$ cat config.mk
export PLATFORM = sky130hd
export DESIGN_NAME = lru_page_replacement
export DESIGN_NICKNAME = d
export VERILOG_FILES = /design/src/hw/rtl/lpr_pkg.sv /design/src/hw/rtl/lru_page_replacement.sv
export SDC_FILE = /design/constraint.sdc
export NUM_CORES = 1
export LEC_CHECK = 0
export ABC_AREA = 0
export BUFFER_PORTS_ARGS = -buffer_cell sky130_fd_sc_hd__buf_2
export CELL_PAD_IN_SITES_DETAIL_PLACEMENT = 1
export CELL_PAD_IN_SITES_GLOBAL_PLACEMENT = 1
export CORE_ASPECT_RATIO = 0.75
export CORE_MARGIN = 2
export CORE_UTILIZATION = 25
export DETAILED_ROUTE_END_ITERATION = 10
export PLACE_DENSITY = 0.54
export SLEW_MARGIN = 20
export SYNTH_ARGS = -nofsm -noshare
export SYNTH_HDL_FRONTEND = slang
export SYNTH_SLANG_ARGS = --single-unit
$ cat constraint.sdc
create_clock -name clk -period 5.2 [get_ports clk]
set_input_delay 0.78 -clock clk [delete_from_list [all_inputs] [get_ports clk]]
set_output_delay 0.78 -clock clk [all_outputs]
set_load 0.01 [all_outputs]
$ cat src/hw/rtl/lpr_pkg.sv
// shared widths and reset value for the lru page replacement block
`timescale 1ns / 1ps

package lpr_pkg;

	// capacity register
	localparam int unsigned CAP_W     = 5;
	localparam int unsigned CAP_RESET = 16;

	// running miss count
	localparam int unsigned MISS_W = 32;

endpackage

$ cat src/hw/rtl/lru_page_replacement.sv
// fully associative lru page store with eviction report and miss count
`timescale 1ns / 1ps

// Fully associative LRU page store. Each accepted item is one page reference.
// The resident pages sit in a register stack ordered from least recent
// (entry 0) to most recent. Every reference is checked against all resident
// pages in parallel. A hit moves the page to the top. A miss with a free frame
// appends the page. A miss on a full store evicts and reports the least
// recent page. The frame count comes from the capacity register: zero acts as
// one, and values above ENTRIES act as ENTRIES. Lowering capacity below the
// current fill keeps all pages, and each later miss then evicts one.
// Throughput is one item per clock while the result channel does not stall.
// An accepted item goes into the input register; the compare-and-shift of the
// whole stack is combinational, its outcome held in the result register. Each
// result carries the miss count after its reference; the count wraps at 32 bits.
module lru_page_replacement #(
	parameter int unsigned ENTRIES   = 16,
	parameter int unsigned PAGE_BITS = 20
) (
	input  logic                        clk,
	input  logic                        arst_n,
	// configuration
	input  logic                        cfg_we,
	input  logic [lpr_pkg::CAP_W-1:0]   cfg_data,
	// reference channel
	input  logic                        in_valid,
	output logic                        in_stall,
	input  logic [PAGE_BITS-1:0]        page,
	// result channel
	output logic                        out_valid,
	input  logic                        out_stall,
	output logic                        hit,
	output logic                        evicted_valid,
	output logic [PAGE_BITS-1:0]        evicted_page,
	output logic [lpr_pkg::MISS_W-1:0]  miss_total
);

	localparam int unsigned OCC_W = $clog2(ENTRIES + 1);
	localparam int unsigned IDX_W = (ENTRIES > 1) ? $clog2(ENTRIES) : 1;
	localparam int unsigned CMP_W = (OCC_W > lpr_pkg::CAP_W) ? OCC_W : lpr_pkg::CAP_W;

	// state
	logic [PAGE_BITS-1:0]       stk_q [ENTRIES];
	logic [OCC_W-1:0]           occ_q;
	logic [lpr_pkg::MISS_W-1:0] miss_q;
	logic [lpr_pkg::CAP_W-1:0]  cap_q;

	// input register
	logic                 valid_s1;
	logic [PAGE_BITS-1:0] page_s1;

	// result register
	logic                       out_valid_s2;
	logic                       hit_s2;
	logic                       ev_valid_s2;
	logic [PAGE_BITS-1:0]       ev_page_s2;
	logic [lpr_pkg::MISS_W-1:0] miss_s2;

	// handshake
	logic in_acc;
	logic adv;

	assign adv      = valid_s1 && (!out_valid_s2 || !out_stall);
	assign in_stall = valid_s1 && !adv;
	assign in_acc   = in_valid && !in_stall;

	// effective frame count
	logic [CMP_W-1:0] cap_ext;
	logic [CMP_W-1:0] eff_cap;
	logic [CMP_W-1:0] occ_ext;

	assign cap_ext = CMP_W'(cap_q);
	assign occ_ext = CMP_W'(occ_q);

	always_comb begin
		if (cap_ext == '0) begin
			eff_cap = CMP_W'(1);
		end else if (cap_ext > CMP_W'(ENTRIES)) begin
			eff_cap = CMP_W'(ENTRIES);
		end else begin
			eff_cap = cap_ext;
		end
	end

	// parallel compare against resident pages, lowest match wins
	logic [ENTRIES-1:0] match;
	logic               hit_c;
	logic [IDX_W-1:0]   pos;

	always_comb begin
		for (int i = 0; i < ENTRIES; i++) begin
			match[i] = (CMP_W'(i) < occ_ext) && (stk_q[i] == page_s1);
		end
	end

	always_comb begin
		pos = '0;
		for (int i = ENTRIES - 1; i >= 0; i--) begin
			if (match[i]) begin
				pos = IDX_W'(i);
			end
		end
	end

	assign hit_c = |match;

	// miss handling
	logic                       full_c;
	logic                       evict_c;
	logic                       append_c;
	logic [CMP_W-1:0]           shift_from;
	logic [OCC_W-1:0]           occ_next;
	logic [lpr_pkg::MISS_W-1:0] miss_next;

	assign full_c     = !(occ_ext < eff_cap);
	assign evict_c    = !hit_c && full_c;
	assign append_c   = !hit_c && !full_c;
	assign shift_from = hit_c ? CMP_W'(pos) : '0;
	assign occ_next   = append_c ? occ_q + OCC_W'(1) : occ_q;
	assign miss_next  = hit_c ? miss_q : miss_q + lpr_pkg::MISS_W'(1);

	// next stack contents, one entry at a time
	logic [PAGE_BITS-1:0] stk_d  [ENTRIES];
	logic [ENTRIES-1:0]   stk_we;

	always_comb begin
		for (int i = 0; i < ENTRIES; i++) begin
			stk_d[i]  = page_s1;
			stk_we[i] = 1'b0;
			if (append_c) begin
				stk_we[i] = (CMP_W'(i) == occ_ext);
			end else if (CMP_W'(i + 1) == occ_ext) begin
				// top of the stack takes the referenced page
				stk_we[i] = 1'b1;
			end else if ((CMP_W'(i) >= shift_from) && (CMP_W'(i + 1) < occ_ext)) begin
				// entries above the removed one move down
				stk_we[i] = 1'b1;
				if (i + 1 < ENTRIES) begin
					stk_d[i] = stk_q[(i + 1) % ENTRIES];
				end
			end
		end
	end

	// stack storage, payload only
	always_ff @(posedge clk) begin
		if (adv) begin
			for (int i = 0; i < ENTRIES; i++) begin
				if (stk_we[i]) begin
					stk_q[i] <= stk_d[i];
				end
			end
		end
	end

	// control state and counters
	always_ff @(posedge clk or negedge arst_n) begin
		if (!arst_n) begin
			occ_q  <= '0;
			miss_q <= '0;
			cap_q  <= lpr_pkg::CAP_W'(lpr_pkg::CAP_RESET);
		end else begin
			if (cfg_we) begin
				cap_q <= cfg_data;
			end
			if (adv) begin
				occ_q  <= occ_next;
				miss_q <= miss_next;
			end
		end
	end

	// input register
	always_ff @(posedge clk or negedge arst_n) begin
		if (!arst_n) begin
			valid_s1 <= 1'b0;
		end else if (in_acc) begin
			valid_s1 <= 1'b1;
		end else if (adv) begin
			valid_s1 <= 1'b0;
		end
	end

	always_ff @(posedge clk) begin
		if (in_acc) begin
			page_s1 <= page;
		end
	end

	// result register
	always_ff @(posedge clk or negedge arst_n) begin
		if (!arst_n) begin
			out_valid_s2 <= 1'b0;
		end else if (adv) begin
			out_valid_s2 <= 1'b1;
		end else if (!out_stall) begin
			out_valid_s2 <= 1'b0;
		end
	end

	always_ff @(posedge clk) begin
		if (adv) begin
			hit_s2      <= hit_c;
			ev_valid_s2 <= evict_c;
			ev_page_s2  <= evict_c ? stk_q[0] : '0;
			miss_s2     <= miss_next;
		end
	end

	assign out_valid     = out_valid_s2;
	assign hit           = hit_s2;
	assign evicted_valid = ev_valid_s2;
	assign evicted_page  = ev_page_s2;
	assign miss_total    = miss_s2;

`ifndef SYNTHESIS
	// fill never goes past the built stack
	a_occ_bound: assert property (@(posedge clk) disable iff (!arst_n)
		occ_q <= OCC_W'(ENTRIES))
		else $error("occupancy above entry count");

	// a hit never evicts
	a_hit_no_evict: assert property (@(posedge clk) disable iff (!arst_n)
		out_valid_s2 |-> !(hit_s2 && ev_valid_s2))
		else $error("hit and eviction on one item");

	// evicted page reads zero without an eviction
	a_ev_zero: assert property (@(posedge clk) disable iff (!arst_n)
		(out_valid_s2 && !ev_valid_s2) |-> (ev_page_s2 == '0))
		else $error("evicted page not zero");

	// each miss bumps the counter by one
	a_miss_inc: assert property (@(posedge clk) disable iff (!arst_n)
		(adv && !hit_c) |=> (miss_q == $past(miss_q) + lpr_pkg::MISS_W'(1)))
		else $error("miss count did not advance");

	// fill grows only on an append
	a_occ_grow: assert property (@(posedge clk) disable iff (!arst_n)
		(adv && !append_c) |=> (occ_q == $past(occ_q)))
		else $error("occupancy changed without append");
`endif

endmodule
==> results.yml, run 1 <==
run_status:
  status: "finished clean"
place:
  place_hpwl_mm: 55.38
  portBuffers: 85
  pre_cts_slack_ns: 0.3139
  gp_congestion: 0.8907
setup_path:
  crit_family: "compound AO/OA/AOI/OAI gates"
  critPathRequiredTime_ns: 5.40
  cp.arrival_ns: 5.23
  crit_fanout: 20
  cp_cell_sequence: "buf_4, xnor2_1, nand4_1, nor4_1, buf_4, a211oi_1, a311oi_1, o221a_2, o21ai_2, a2111oi_2, nor3_1, o21a_1"
  worstSetupEndpointType: "flop"
  startpoint_type: "flop"
  critical_path_class: "flop to flop"
  critPathMaxStageDelay_ns: 0.82
  path_buf_inv: 2
  crit_path_frequent_cell: "buf_4"
  r2r_slack_ns: 0.17
  crit_path_top_delay_cell: "edfxtp_1"
floorplanning:
  die_area_sq_mm: 0.09955
  initial_utilization_pct: 25.33
  die_y_microns: 273.7
  core_sq_mm: 0.09576
  rows: 98
  io_pins: 86
  die_x_microns: 363.7
grt:
  grt_pass1_wl_mm: 113.7
  grt_max_degree: 45
  antenna_found_initial: 5
  grt.total_usage_pct: 15.35
  globalRouteOverflowTotal: 0
  grt_pass1_vias: 16420
hold_path:
  hold_path_class: "input pin to async pin"
layout:
  fillers: 10330
  area_delta_synth_final_pct: 14.99
  finalCoreUtilization_pct: 29.12
  final_nets: 1986
  drive_above_1_share_pct: 29.27
synth:
  syn_inst: 1857
  ys_ff_latch: 438
  ys_warn_count: 0
  synthMuxAreaShare_pct: 14.64
  synth_cell_types: 77
  synth_xor_area_share_pct: 14.01
  synth_adder_area_share_pct: 0.4127
  syn_avg_cell_area_sq_um: 13.06
  synth_simple_gate_area_share_pct: 11.27
  yosysSeqAreaShare_pct: 53.32
  synthArstFlopShare_pct: 10.05
  syn-cell-area_sq_mm: 0.02425
  synth-edff-count: 394
  synth-compound-area-share_pct: 2.497
  synth-main-ff-cell: "edfxtp_1"
  synth_top_family_by_area: "multiplexers"
  synth_fp_nets: 1895
sta:
  rsz0062_at_grt: "no"
  final_hold_viol_count: 0
  fmax_mhz: 198.9
  period_minus_slack_ns: 5.026
  tightest_slew_ns: 1.023
  whs_ns: 0.2572
  period_share_pct: 96.66
  relSlewSlack_pct: 31.82
  finClkSkew_ns: 0.04477
  finalSetupViolCount: 0
  setup_slack_ns: 0.1736
  setup_tns_ns: 0
  drv_slew: 0
clock_tree:
  post_cts.repair.setup_buffers: 0
  ctsLongestPathBuffers: 3
  cts-buffers-inserted: 50
  cts-resized-gates: 0
  clkSlewWorstSetupHoldPaths_ns: 0.06
  cts_max_level: 2
  insertion_delay_ns: 0.63
  clockRootBuffer: "clkbuf_16"
  cts_tree: "built"
  clock-sinks: 438
  hold_buffers: 0
route:
  routedWlPerCell_microns: 23.41
  via_per_inst: 4.750
  routed_wl_mm: 76.93
  drt_iter0_markers: 1496
  num_vias: 15610
  ant_nets: 0
  drc: 0
  drt-pass1-iter-count: 5
power:
  power_density_mw_per_mm2: 612.5
  ir_drop_v: 0.0002568
  total_power_mw: 17.08
  p_leak_nw: 9.548
run:
  cap_violations: 0
worst register-to-register path, cell delays in order (launching register included):
cell	delay, ns
edfxtp_1	0.82
buf_4	0.32
xnor2_1	0.21
nand4_1	0.14
nor4_1	0.60
buf_4	0.26
a211oi_1	0.12
a311oi_1	0.47
o221a_2	0.32
o21ai_2	0.10
a2111oi_2	0.58
nor3_1	0.11
o21a_1	0.57
state kept, by name, summed over array words and instances, names as in the netlist:
| name | count |
|---|---|
| page_s1 | 20 |
| out_valid | 1 |
| evicted_page | 20 |
| occ_ext | 5 |
| miss_total | 32 |
| evicted_valid | 1 |
| hit | 1 |
| cap_ext | 5 |
| valid_s1 | 1 |
| stk_q | 320 |
| miss_q | 32 |
worst paths after layout:
| path | startpoint | depth (start not counted) | endpoint |
|---|---|---|---|
| worst max-delay path | page_s1[8]$_DFFE_PP_ | 12 | stk_q[0][132]$_DFFE_PP_ |
| worst min-delay path | arst_n | 2 | miss_q[8]$_DFFE_PN0P_ |
| worst max register to register | page_s1[8]$_DFFE_PP_ | 12 | stk_q[0][132]$_DFFE_PP_ |
| worst min register to register | valid_s1$_DFFE_PN0P_ | 1 | out_valid$_DFFE_PN0P_ |
| max in group asynchronous | arst_n | 2 | cap_ext[1]$_DFFE_PN0P_ |
| min in group clk | page[14] | 1 | page_s1[14]$_DFFE_PP_ |
cell usage in the layout (no fill, tap or decap), drive strengths merged, types with 5 or more instances in the layout:
master	synthesis	routed
or2	6	6
buf	97	172
o21a	8	8
xor2	170	170
inv	15	17
nand2	76	76
a21o	5	5
ha	8	8
nand4b	11	11
nand3	37	37
and3	12	12
a21oi	15	15
or3b	8	8
nor4	66	66
nor3b	8	8
mux2	306	306
or4	11	11
a211oi	9	9
nor2	66	66
nand4	79	79
o21ai	18	18
nand2b	8	8
dfrtp	43	43
xnor2	217	217
and2	26	26
a31oi	5	5
and4	6	6
or3	5	5
clkbuf	36	76
clkinv	1	11
edfxtp	394	394
nor3	43	43
area by class of cell:
type                    instances  area (sq um)  share of cell area, %
flip-flops and latches        438         12930                  46.38
multi-input cells            1270         10470                  37.54
well taps                    1300          1627                  5.832
clock buffers                  76          1409                  5.052
repair buffers                172          1254                  4.495
clock inverters                13         132.6                 0.4755
inverters                      16         61.31                 0.2198
diodes                          1         2.502               0.008973
layer usage:
| layer | wire length, microns | part of all wire, % | track usage, % |
|---|---|---|---|
| met1 | 40230 | 52 | 24.17 |
| met2 | 30170 | 39 | 20.88 |
| met3 | 5012 | 6.5 | 3.154 |
| met4 | 1502 | 2.0 | 3.745 |
| met5 | 10 | 0.013 | 0 |
cell usage after synthesis, types with 5 or more instances:
library cell | count | area (sq um)
dfrtp_1 | 43 | 1076
nand3_1 | 37 | 185.2
inv_1 | 15 | 56.30
or4_1 | 10 | 75.07
mux2_2 | 271 | 3052
edfxtp_1 | 394 | 11830
nand2b_1 | 8 | 50.05
xnor2_1 | 216 | 1892
and3_1 | 12 | 75.07
mux2_4 | 20 | 300.3
nor3b_1 | 6 | 45.04
buf_6 | 34 | 382.9
a211oi_1 | 8 | 60.06
and2_1 | 26 | 162.7
and4_1 | 6 | 52.55
buf_4 | 17 | 127.6
nor4_1 | 66 | 412.9
or3_1 | 5 | 31.28
a21oi_1 | 14 | 70.07
or2_2 | 5 | 31.28
nor2_1 | 59 | 221.5
clkbuf_1 | 36 | 135.1
o21a_1 | 8 | 60.06
a31oi_1 | 5 | 31.28
nand4_1 | 78 | 488.0
xor2_1 | 170 | 1489
mux2_1 | 15 | 168.9
o21ai_0 | 16 | 80.08
nand4b_1 | 11 | 96.34
nand2_1 | 76 | 285.3
a21o_1 | 5 | 37.54
or3b_2 | 7 | 61.31
ha_1 | 8 | 100.1
nor3_1 | 43 | 215.2
nor2_2 | 6 | 37.54
buf_2 | 44 | 220.2
logic make-up after synthesis:
kind of cell,Yosys count
and+or+nand+nor,482
DFF,438
xor gates and xnor gates,387
muxes,309
buffers and inverters,149
AOI/OAI and AO/OA,84
adders and majority gates,8
metrics by stage:
step / cells / area (sq um)
5_1_grt: 3285 / 27890
6_report: 3286 / 27890
3_5_place_dp: 3196 / 26340
2_1_floorplan: 1857 / 24250
3_3_place_gp: 3196 / 26340
4_1_cts: 3285 / 27880
power by group:
part | internal [mW] | switching, mW | total, mW
clock network | 1.92 | 1.50 | 3.42
registers | 5.70 | 0.986 | 6.68
logic | 3.27 | 3.72 | 6.98
Note: power is estimated with default switching activity, not from simulation.
==> run 2, diff against run 1 <==
--- a/config.mk
+++ b/config.mk
@@ -7,10 +7,11 @@
 export LEC_CHECK = 0
 export ABC_AREA = 0
 export BUFFER_PORTS_ARGS = -buffer_cell sky130_fd_sc_hd__buf_2
+export CAP_MARGIN = 40
 export CELL_PAD_IN_SITES_DETAIL_PLACEMENT = 1
 export CELL_PAD_IN_SITES_GLOBAL_PLACEMENT = 1
 export CORE_ASPECT_RATIO = 0.75
-export CORE_MARGIN = 2
+export CORE_MARGIN = 5
 export CORE_UTILIZATION = 25
 export DETAILED_ROUTE_END_ITERATION = 10
 export PLACE_DENSITY = 0.54
==> constraint.sdc (replaced) <==
create_clock -name clk -period 5.4 [get_ports clk]
set_input_delay 0.81 -clock clk [delete_from_list [all_inputs] [get_ports clk]]
set_output_delay 0.81 -clock clk [all_outputs]
set_load 0.01 [all_outputs]
==> run 2 against run 1 <==
Against the previous run: clock power grew 9.6%; clock skew decreased by 0.010 ns; sequential share of layout area down 0.49 points; sequential power decreased by 4.5%; sequential cell count unchanged; core utilization about the same; routed wire length is 4.5% lower; highest routed layer is now met4.
==> results.yml, run 2 (same netlist as run 1, synthesis figures left out) <==
place:
  place_hpwl_mm: 52.80
  portBuffers: 85
  place_area_sq_mm: 0.02632
  gp_congestion: 0.8916
  placed_cells: 3199
power:
  ir_drop_v: 0.0002858
  p_leak_nw: 9.661
  power_density_mw_per_mm2: 596.3
clock_tree:
  post_cts.repair.setup_buffers: 0
  insertion_delay_ns: 0.61
  cts-resized-gates: 0
  clockRootBuffer: "clkbuf_16"
  cts-buffers-inserted: 52
  clock-sinks: 438
  ctsLongestPathBuffers: 3
  cts_max_level: 2
  clkSlewWorstSetupHoldPaths_ns: 0.06
  hold_buffers: 0
  cts_tree: "built"
route:
  routed_wl_mm: 73.50
  drt-pass1-iter-count: 7
  via_per_inst: 4.700
  routedWlPerCell_microns: 22.28
  ant_nets: 0
  drt_iter0_markers: 1146
  num_vias: 15510
  drc: 0
sta:
  whs_ns: 0.1982
  tightest_slew_ns: 0.9344
  setup_tns_ns: 0
  rsz0062_at_grt: "no"
  period_share_pct: 87.22
  fmax_mhz: 212.3
  drv_slew: 0
  period_minus_slack_ns: 4.710
  relSlewSlack_pct: 37.33
  finalSetupViolCount: 0
  finClkSkew_ns: 0.03429
  final_hold_viol_count: 0
setup_path:
  crit_fanout: 20
  cp.arrival_ns: 5.07
  startpoint_type: "flop"
  worstSetupEndpointType: "flop"
  r2r_start: "page_s1[6]$_DFFE_PP_"
  critPathRequiredTime_ns: 5.76
  critical_path_class: "flop to flop"
  startpoint: "page_s1[6]$_DFFE_PP_"
layout:
  largest_register_ff_count: 320
  fin_cells: 3299
  final_cell_mix: "edfxtp_1 (394), mux2_2 (271), xnor2_1 (216)"
  drive_above_1_share_pct: 29.27
  fin_area_sq_mm: 0.02819
  final_common_cell: "edfxtp_1"
  area_delta_synth_final_pct: 16.22
  fillers: 10430
  final_nets: 1982
  largest_register: "stk_q"
grt:
  grt_pass1_wl_mm: 109.4
  grt.total_usage_pct: 13.89
  globalRouteOverflowTotal: 0
  antenna_found_initial: 5
  grt_max_degree: 40
  grt_pass1_vias: 16340
run_status:
  status: "finished clean"
floorplanning:
  io_pins: 86
  die_x_microns: 369.7
  core_sq_mm: 0.09674
  die_y_microns: 279.7
  die_area_sq_mm: 0.1034
  rows: 99
  initial_utilization_pct: 25.07
run:
  cap_violations: 0
hold_path:
  hold_path_class: "input pin to async pin"
==> run 2: cell count changes in the layout (fill, tap and decap cells not counted), moves of 2 or more <==
cell | previous run | this run
buf_8 | 0 | 5
clkbuf_8 | 6 | 2
clkinv_1 | 4 | 9
buf_2 | 85 | 87
clkbuf_16 | 50 | 53
buf_4 | 73 | 58
bufinv_16 | 1 | 10
clkbuf_1 | 20 | 14
buf_12 | 14 | 16
==> run 2: cell type report <==
cell class | instances | area (sq um) | share of cell area, %
antenna | 1 | 2.502 | 0.008877
clock buffer | 69 | 1406 | 4.989
clock inverter | 26 | 407.9 | 1.447
inverter | 16 | 61.31 | 0.2175
multi-input combinational | 1270 | 10470 | 37.14
sequential | 438 | 12930 | 45.88
tap | 1313 | 1643 | 5.828
timing repair buffer | 166 | 1266 | 4.492
==> run 2: worst paths after layout <==
path | to | slack, ns | cells past startpoint
worst max register to register | stk_q[1][130]$_DFFE_PP_ | 0.69 | 11
worst min-delay path | miss_q[18]$_DFFE_PN0P_ | 0.20 | 1
max in group asynchronous | miss_q[11]$_DFFE_PN0P_ | 4.65 | 2
min in group clk | page_s1[8]$_DFFE_PP_ | 0.38 | 1
worst min register to register | miss_q[31]$_DFFE_PN0P_ | 0.49 | 1
worst max-delay path | stk_q[1][130]$_DFFE_PP_ | 0.69 | 11
==> run 2: per-layer routing <==
metal | GRT usage, % | wire length, microns | up-vias
met3 | 2.529 | 3953 | 90
li1 | - | - | 7037
met4 | 3.125 | 1422 | 0
met1 | 21.18 | 37460 | 7980
met5 | 0 | 0 | -
met2 | 20.36 | 30670 | 398
==> run 2: worst max-delay path, stage by stage (launching register included) <==
cell      delay [ns]
edfxtp_1        0.67
xnor2_1         0.50
nand4_1         0.16
nor4_1          0.64
nand2_1         0.19
a311oi_1        0.52
o221a_2         0.32
o21ai_2         0.09
a211oi_2        0.41
a211o_1         0.22
buf_4           0.32
mux2_2          0.38
==> run 2: per-stage QoR <==
step / util [%] / power (mW) / setup slack (ns)
3_3_place_gp: 27.15 / 12.88 / 0.7732
4_1_cts: 29.08 / 16.88 / 0.6642
6_report: 29.14 / 16.81 / 0.6901
2_1_floorplan: - / 11.01 / 0.7736
5_1_grt: 29.14 / 17.64 / 0.5344
3_5_place_dp: 27.21 / 13.00 / 0.6932
==> run 2: where the power goes <==
group	leakage, nW	internal [mW]	switching (mW)	total, mW
combinational	4.52	3.16	3.51	6.67
sequential	4.27	5.48	0.902	6.38
clock	0.874	2.31	1.45	3.75
